`config.mk`:
```
export PLATFORM = sky130hd
export DESIGN_NAME = double_buffered_line_receiver
export DESIGN_NICKNAME = d
export VERILOG_FILES = /design/src/sv/dblr_pkg.sv /design/src/sv/dblr_store.sv /design/src/sv/dblr_ctrl.sv /design/src/sv/double_buffered_line_receiver.sv
export SDC_FILE = /design/constraint.sdc
export NUM_CORES = 1
export LEC_CHECK = 0
export BUFFER_PORTS_ARGS = -buffer_cell sky130_fd_sc_hd__buf_2
export CAP_MARGIN = 20
export CORE_UTILIZATION = 60
export CTS_CLUSTER_SIZE = 25
export DETAILED_ROUTE_END_ITERATION = 6
export PLACE_DENSITY = 0.74
export SETUP_SLACK_MARGIN = 0.3
export SLEW_MARGIN = 15
export SYNTH_ARGS = -nofsm -noshare
export SYNTH_HDL_FRONTEND = slang
export SYNTH_SLANG_ARGS = --single-unit
```
`constraint.sdc`:
```
create_clock -name clk -period 5.27 [get_ports clk]
set_input_delay 0 -clock clk [delete_from_list [all_inputs] [get_ports clk]]
set_output_delay 0 -clock clk [all_outputs]
set_load 0.01 [all_outputs]
```
`src/sv/dblr_pkg.sv`:
```
// ----------------------------------------------------------------------------
// Double-buffered line receiver package
// Shared types, command codes, register indexes and constants.
// ----------------------------------------------------------------------------
package dblr_pkg;

  // Default depth of each line buffer in bytes.
  localparam int BUF_DEPTH_DEF = 64;

  // Line terminator.
  localparam logic [7:0] NEWLINE = 8'h0A;

  // Configuration register indexes and reset values.
  localparam logic CFG_TIMEOUT_ENABLE = 1'b0;
  localparam logic CFG_IDLE_LIMIT     = 1'b1;
  localparam logic [15:0] IDLE_LIMIT_RST = 16'd100;
  localparam logic [15:0] IDLE_MAX       = 16'hFFFF;

  typedef enum logic [1:0] {
    CMD_BYTE  = 2'd0,
    CMD_TICK  = 2'd1,
    CMD_FETCH = 2'd2,
    CMD_READ  = 2'd3
  } dblr_cmd_t;

  typedef struct packed {
    dblr_cmd_t   command;
    logic [7:0]  rx_byte;
    logic [5:0]  read_index;
  } dblr_in_t;

  typedef struct packed {
    logic [5:0]  line_length;
    logic [7:0]  char_out;
    logic        line_ready;
    logic        overflow;
  } dblr_out_t;

  typedef struct packed {
    logic        timeout_enable;
    logic [15:0] idle_limit;
  } dblr_cfg_t;

  // Result fields known at the accepting edge; the byte comes from the store.
  typedef struct packed {
    logic [5:0]  line_length;
    logic        line_ready;
    logic        overflow;
    logic        rd_hit;
  } dblr_s1_t;

endpackage

```
`src/sv/dblr_store.sv`:
```
// ----------------------------------------------------------------------------
// Line store
// Two line buffers in one memory, one write port and one registered read port.
// ----------------------------------------------------------------------------
module dblr_store #(
  parameter int BUF_DEPTH = 64
) (
  input  logic                         clk,
  input  logic                         wr_en,
  input  logic [$clog2(BUF_DEPTH):0]   wr_addr,
  input  logic [7:0]                   wr_data,
  input  logic                         rd_en,
  input  logic [$clog2(BUF_DEPTH):0]   rd_addr,
  output logic [7:0]                   rd_data
);
  localparam int AW = $clog2(BUF_DEPTH) + 1;

  logic [7:0] mem [2**AW];

  always_ff @(posedge clk) begin
    if (wr_en) begin
      mem[wr_addr] <= wr_data;
    end
    if (rd_en) begin
      rd_data <= mem[rd_addr];
    end
  end

endmodule

```
`src/sv/dblr_ctrl.sv`:
```
// ----------------------------------------------------------------------------
// Line receiver control
// Fill counters, buffer swap, ready and overflow flags, and the idle timer.
// ----------------------------------------------------------------------------
module dblr_ctrl #(
  parameter int BUF_DEPTH = dblr_pkg::BUF_DEPTH_DEF
) (
  input  logic                         clk,
  input  logic                         rst_n,
  input  logic                         take,
  input  dblr_pkg::dblr_in_t           in_item,
  input  dblr_pkg::dblr_cfg_t          cfg,
  output logic                         wr_en,
  output logic [$clog2(BUF_DEPTH):0]   wr_addr,
  output logic [7:0]                   wr_data,
  output logic [$clog2(BUF_DEPTH):0]   rd_addr,
  output dblr_pkg::dblr_s1_t           s1
);
  import dblr_pkg::*;

  localparam int CW = $clog2(BUF_DEPTH);
  localparam int LW = (CW > 6) ? CW : 6;
  localparam logic [CW-1:0] FILL_LIMIT = CW'(BUF_DEPTH - 1);

  logic [CW-1:0] fill_r   [2];
  logic [CW-1:0] fill_nxt [2];
  logic          active_r, active_nxt;
  logic [CW-1:0] rlen_r, rlen_nxt;
  logic          ready_r, ready_nxt;
  logic          ovf_r, ovf_nxt;
  logic          armed_r, armed_nxt;
  logic [15:0]   idle_r, idle_nxt;

  always_comb begin
    logic          a;
    logic [CW-1:0] f;
    logic [LW-1:0] len_ext;
    a          = active_r;
    f          = fill_r[active_r];
    fill_nxt   = fill_r;
    active_nxt = active_r;
    rlen_nxt   = rlen_r;
    ready_nxt  = ready_r;
    ovf_nxt    = ovf_r;
    armed_nxt  = armed_r;
    idle_nxt   = idle_r;
    wr_en      = 1'b0;
    wr_data    = in_item.rx_byte;
    case (in_item.command)
      CMD_BYTE: begin
        // An open line that sat idle too long is thrown away first.
        if (cfg.timeout_enable && armed_r && (idle_r >= cfg.idle_limit)) begin
          ovf_nxt = 1'b1;
          f       = '0;
        end
        armed_nxt = 1'b1;
        idle_nxt  = '0;
        if (f < FILL_LIMIT) begin
          wr_en       = take;
          fill_nxt[a] = f + 1'b1;
          if (in_item.rx_byte == NEWLINE) begin
            ready_nxt    = 1'b1;
            rlen_nxt     = f + 1'b1;
            active_nxt   = ~a;
            fill_nxt[~a] = '0;
            armed_nxt    = 1'b0;
          end
        end else begin
          ovf_nxt     = 1'b1;
          fill_nxt[a] = '0;
          armed_nxt   = 1'b0;
        end
      end
      CMD_TICK: begin
        if (armed_r && (idle_r != IDLE_MAX)) begin
          idle_nxt = idle_r + 16'd1;
        end
      end
      CMD_FETCH: begin
        ovf_nxt   = 1'b0;
        ready_nxt = 1'b0;
      end
      default: begin
      end
    endcase
    wr_addr = {a, f};
    rd_addr = {~active_r, CW'(in_item.read_index)};

    len_ext        = LW'(rlen_nxt);
    s1.line_length = ((in_item.command == CMD_FETCH) && ovf_r) ? 6'd0 : len_ext[5:0];
    s1.line_ready  = ready_nxt;
    s1.overflow    = ovf_nxt;
    s1.rd_hit      = (in_item.command == CMD_READ) &&
                     (LW'(in_item.read_index) < LW'(rlen_r));
  end

  always_ff @(posedge clk) begin
    if (!rst_n) begin
      fill_r[0] <= '0;
      fill_r[1] <= '0;
      active_r  <= 1'b0;
      rlen_r    <= '0;
      ready_r   <= 1'b0;
      ovf_r     <= 1'b0;
      armed_r   <= 1'b0;
      idle_r    <= '0;
    end else if (take) begin
      fill_r    <= fill_nxt;
      active_r  <= active_nxt;
      rlen_r    <= rlen_nxt;
      ready_r   <= ready_nxt;
      ovf_r     <= ovf_nxt;
      armed_r   <= armed_nxt;
      idle_r    <= idle_nxt;
    end
  end

endmodule

```
`src/sv/double_buffered_line_receiver.sv`:
```
// ----------------------------------------------------------------------------
// Double-buffered line receiver
// Collects received bytes into two ping-pong line buffers.
// ----------------------------------------------------------------------------
// Usage: every input transfer carries one command: a received byte, a
// millisecond tick, a fetch of the completed line or a read of one of its
// bytes. Every input transfer produces exactly one output transfer with the
// latched line length, the byte read (zero unless a read hits the line) and
// the ready and overflow flags as they stand after the command.
// A result passes the middle stage and the output register. One item can
// be accepted every cycle while the output side does not stall: the control
// state is updated at the accepting edge and the store read is registered in
// the same edge. The store has a separate write port and read port, each used
// at most once per item. When the receiver stalls, a finished result waits
// in the output register and one more item is still taken into the middle
// stage; only then does in_ready drop.
// Reset (synchronous, active low) clears flags, fill counts and the timer,
// and sets the timeout enable to 0 and the idle limit to 100. The line store
// is not cleared; a read only reaches bytes of a line that was completed.
// Configuration writes take effect at the edge where cfg_wr_en is high.
// ----------------------------------------------------------------------------
module double_buffered_line_receiver #(
  parameter int BUF_DEPTH = dblr_pkg::BUF_DEPTH_DEF
) (
  input  logic                clk,
  input  logic                rst_n,
  input  logic                in_valid,
  output logic                in_ready,
  input  dblr_pkg::dblr_in_t  in_data,
  output logic                out_valid,
  input  logic                out_ready,
  output dblr_pkg::dblr_out_t out_data,
  input  logic                cfg_wr_en,
  input  logic                cfg_index,
  input  logic [15:0]         cfg_wdata
);
  import dblr_pkg::*;

  localparam int AW = $clog2(BUF_DEPTH) + 1;

  dblr_cfg_t  cfg_r;
  dblr_s1_t   s1_nxt, s1_r;
  logic       s1_valid_r;
  logic       out_valid_r;
  dblr_out_t  out_data_r;
  logic       out_en;
  logic       take;
  logic       wr_en;
  logic [AW-1:0] wr_addr, rd_addr;
  logic [7:0] wr_data, rd_data;

  // The output register loads when it is empty or its transfer completes now.
  assign out_en   = !out_valid_r || out_ready;
  assign in_ready = !s1_valid_r || out_en;
  assign take     = in_valid && in_ready;

  // Configuration registers.
  always_ff @(posedge clk) begin
    if (!rst_n) begin
      cfg_r.timeout_enable <= 1'b0;
      cfg_r.idle_limit     <= IDLE_LIMIT_RST;
    end else if (cfg_wr_en) begin
      case (cfg_index)
        CFG_TIMEOUT_ENABLE: cfg_r.timeout_enable <= cfg_wdata[0];
        CFG_IDLE_LIMIT:     cfg_r.idle_limit     <= cfg_wdata;
        default: begin
        end
      endcase
    end
  end

  dblr_ctrl #(
    .BUF_DEPTH (BUF_DEPTH)
  ) u_ctrl (
    .clk     (clk),
    .rst_n   (rst_n),
    .take    (take),
    .in_item (in_data),
    .cfg     (cfg_r),
    .wr_en   (wr_en),
    .wr_addr (wr_addr),
    .wr_data (wr_data),
    .rd_addr (rd_addr),
    .s1      (s1_nxt)
  );

  // The read data register holds while the middle stage is stalled, since
  // it only loads on an accepted item.
  dblr_store #(
    .BUF_DEPTH (BUF_DEPTH)
  ) u_store (
    .clk     (clk),
    .wr_en   (wr_en),
    .wr_addr (wr_addr),
    .wr_data (wr_data),
    .rd_en   (take),
    .rd_addr (rd_addr),
    .rd_data (rd_data)
  );

  // Middle stage: result fields known at acceptance.
  always_ff @(posedge clk) begin
    if (!rst_n) begin
      s1_valid_r <= 1'b0;
    end else if (take) begin
      s1_valid_r <= 1'b1;
    end else if (out_en) begin
      s1_valid_r <= 1'b0;
    end
  end

  always_ff @(posedge clk) begin
    if (take) begin
      s1_r <= s1_nxt;
    end
  end

  // Output register.
  always_ff @(posedge clk) begin
    if (!rst_n) begin
      out_valid_r <= 1'b0;
    end else if (out_en) begin
      out_valid_r <= s1_valid_r;
    end
  end

  always_ff @(posedge clk) begin
    if (out_en && s1_valid_r) begin
      out_data_r.line_length <= s1_r.line_length;
      out_data_r.char_out    <= s1_r.rd_hit ? rd_data : 8'd0;
      out_data_r.line_ready  <= s1_r.line_ready;
      out_data_r.overflow    <= s1_r.overflow;
    end
  end

  assign out_valid = out_valid_r;
  assign out_data  = out_data_r;

endmodule

```
==> PnR_summary.wiki <==
{| class="wikitable"
! Metric !! Value
|-
| Outcome || complete, but fails checks
|-
| Violations in the final reports || design-rule violations
|-
| CP max FO || 16
|-
| Overflow left after global routing || 0
|-
| Post-synthesis net count || around 2600
|-
| Max Transition Viols Final || 0
|-
| Worst reg2reg setup slack || 0.55 ns
|-
| Worst Setup End Kind || flop
|-
| Width of the chip || between 200 and 300 um
|-
| Initial antenna violation count || 1
|-
| Leakage power || around 16 nW
|-
| # DRC || 2
|-
| Number of nets with antenna violations after detailed routing || 0
|-
| H-tree levels || 3
|-
| Clock tree from TritonCTS || done
|-
| DP Area || roughly 46000 um2
|-
| Pin count of the biggest net entering global routing || slightly above 90
|-
| First-pass DRT Iterations || 7
|-
| Crit path required time || around 5.6 ns
|-
| Number of instances in the synthesized netlist || 2521
|-
| Maximum single-stage delay on the critical path || around 0.79 ns
|-
| Cells along the critical path || inv_1, ha_1, and4_1, or3b_1, o31ai_4, o21a_2, nor2_1, ha_1, o221ai_1, buf_4, inv_1, a2111o_1, nor2_1
|-
| Distinct cell type count of the synthesized netlist || 72
|-
| Dpl hpwl || 66240 um
|-
| Final worst-path setup slack || 0.5476 ns
|-
| Vias in the first global route || ~25000
|-
| Worst clock skew || 0.01875 ns
|-
| Share of async-settable or async-resettable flops after synthesis || 0
|-
| Vias per std cell || between 6 and 7
|-
| Final critical-path share of the clock period || 0.8961
|-
| Clock tree root buffer cell || clkbuf_16
|-
| Category of cells accounting for the largest share of critical-path delay || compound AO/OA/AOI/OAI gates
|-
| Hold/Removal Path Class || in -> reg
|-
| Site Rows || just under 100
|-
| DIE HEIGHT || between 200 and 300 um
|-
| Total setup buffers inserted after CTS || 0
|-
| Most used cells in the layout excluding fill and tap cells || edfxtp_1, mux4_2, mux2i_1
|-
| Number of DRC markers after the initial detailed-route iteration || approximately 3000
|-
| Cell Area, Synth || about 45000 um2
|-
| Routed length per instance || 29.48 um
|-
| Max Root-Sink Buffers || 3
|-
| Remaining max-slew budget at the tightest pin || 0.2011
|-
| Leading cell type in the layout, fill and taps excluded || edfxtp_1
|-
| Synthesis Warnings || 0
|-
| Type of the worst setup path || reg -> reg
|-
| FF+latch count, synth || ~1100
|-
| Number of max-capacitance violations reported || 0
|-
| TritonCTS sink count || 1114
|-
| Fraction of layout cells with a size suffix above 1 || 0.1899
|-
| Setup tns final || 0 ns
|-
| Min cycle time layout || roughly 4.7 ns
|-
| Count of buffer and inverter cells on the critical path || 3
|-
| All-layer global routing usage || 0.2980
|-
| Area delta synth->final || 13.28%
|-
| Area enclosed by the die boundary || between 70000 and 80000 um2
|-
| Post-synthesis area per instance || approximately 18 um2
|-
| Top-Level Pins || between 50 and 60
|-
| Total power || 18.62 mW
|-
| Global-route wire length before repair || between 150000 and 200000 um
|-
| RSZ-0062 raised after global routing || no
|-
| Slew at the pin with the worst max-slew slack || approximately 1.2 ns
|-
| Initial cell density of the core || 0.6086
|-
| Share of synthesized area occupied by flip-flops and latches || 0.7381
|-
| Worst VDD drop || roughly 0.30 mV
|-
| Standard cell core area || ~73000 um2
|-
| Post-route worst hold slack || between 0.06 and 0.07 ns
|-
| Worst-case setup slack after placement || 0.4890 ns
|-
| Final wirelength || between 100000 and 150000 um
|-
| Detailed-route via count || about 25000
|-
| Clock transition at the registers of the reported paths || roughly 0.070 ns
|-
| Clk_lat worst skew || between 0.6 and 0.7 ns
|-
| Number of enable flip-flop cells after synthesis || around 1100
|-
| Net total in the final layout || 2754
|-
| Signal arrival time at the worst endpoint || ~5.0 ns
|-
| Setup violations, final || 0
|-
| Prevailing post-synth register cell || edfxtp_1
|-
| Power density over cell area || about 370 nW/um2
|-
| TritonCTS buffer count || about 110
|-
| Library cell contributing the largest single delay on the critical path || a2111o_1
|-
| Kind of start point of the critical path || flop
|-
| Placer's final routability congestion estimate || ~0.89
|-
| Achievable Freq || 211.8 MHz
|-
| Number of I/O port buffers || 55
|-
| Endpoints failing hold || 0
|-
| Design area || roughly 50000 um2
|}
[per-stage QoR]
stage | utilization | instances
CTS | 0.6886 | 3736
global placement | 0.6308 | 3485
floorplan | - | 2521
detailed placement | 0.6311 | 3490
global route | 0.6894 | 3741
finish | 0.6894 | 3741
[Yosys cell counts (23+ instances only)]
cell / n / area share
a211oi_1: 68 / 0.011
a21oi_1: 55 / 0.0062
a22oi_1: 32 / 0.0054
buf_2: 46 / 0.0052
clkbuf_1: 72 / 0.0061
dfxtp_1: 57 / 0.026
edfxtp_1: 1057 / 0.71
ha_1: 23 / 0.0065
inv_1: 29 / 0.0024
mux2i_1: 132 / 0.030
mux4_2: 149 / 0.075
nand2_1: 110 / 0.0093
nand3_1: 23 / 0.0026
nor2_1: 92 / 0.0078
nor2b_1: 71 / 0.010
nor3_1: 103 / 0.012
o21ai_0: 31 / 0.0035
o22ai_1: 73 / 0.010
[timing repair]
| item | in CTS | in global routing |
|---|---|---|
| endpoints found under the setup margin | 0 | 214 |
| hold buffers | 50 | 0 |
| hold endpoints to repair | 211 | 0 |
| resized for setup | 0 | 3 |
[cell type report]
type,instances,area (um2)
sequential,1114,32880
fill,4457,22740
multi-input combinational,1227,10900
clock buffer,124,2814
timing repair buffer,215,1669
tap,959,1200
clock inverter,72,892.1
inverter,29,108.9
antenna,1,2.502
[registers in the layout, indices dropped and copies added (netlist names), 6 cells and up]
register / cells
cfg_r: 17
out_data: 16
s1_r: 9
u_ctrl.fill_r: 12
u_ctrl.idle_r: 16
u_ctrl.rlen_r: 6
u_store.mem: 1024
u_store.rd_data: 8
[kinds of logic (layout without fill, tap and decap cells)]
kind of cell / after synthesis / count (layout) / share of synthesized area
xor gates and xnor gates: 17 / 17 / 0.003342
buffers and inverters: 180 / 440 / 0.01969
and+or+nand+nor: 525 / 525 / 0.06134
muxes: 295 / 295 / 0.1122
adders and majority gates: 23 / 23 / 0.006460
DFF: 1114 / 1114 / 0.7381
AOI/OAI and AO/OA: 367 / 367 / 0.05887
other: 0 / 1 / 0
[layer usage]
| layer | share of wire | global-route usage | up-vias |
|---|---|---|---|
| li1 | - | - | 10581 |
| met2 | 0.47 | 0.4606 | 1636 |
| met1 | 0.38 | 0.4137 | 12768 |
| met3 | 0.11 | 0.06848 | 253 |
| met4 | 0.038 | 0.1219 | 0 |
| met5 | 0 | 0 | - |
[worst paths after layout]
kind | from | to | cells after the start
setup reg to reg | cfg_r[15] | u_store.mem[33][7] | 13
hold / removal | in_data[7] | u_store.mem[11][1] | 2
hold reg to reg | s1_r[6] | out_data[13] | 0
setup / recovery | cfg_r[15] | u_store.mem[33][7] | 13
[power breakdown]
part           leakage [nW]  switching [mW]  internal, mW
clock network          1.78            3.23          4.83
registers              9.99          0.0106          9.71
logic                  4.59           0.556         0.288
total                  16.4            3.79          14.8
No activity file was read; power rests on OpenSTA's default activity.
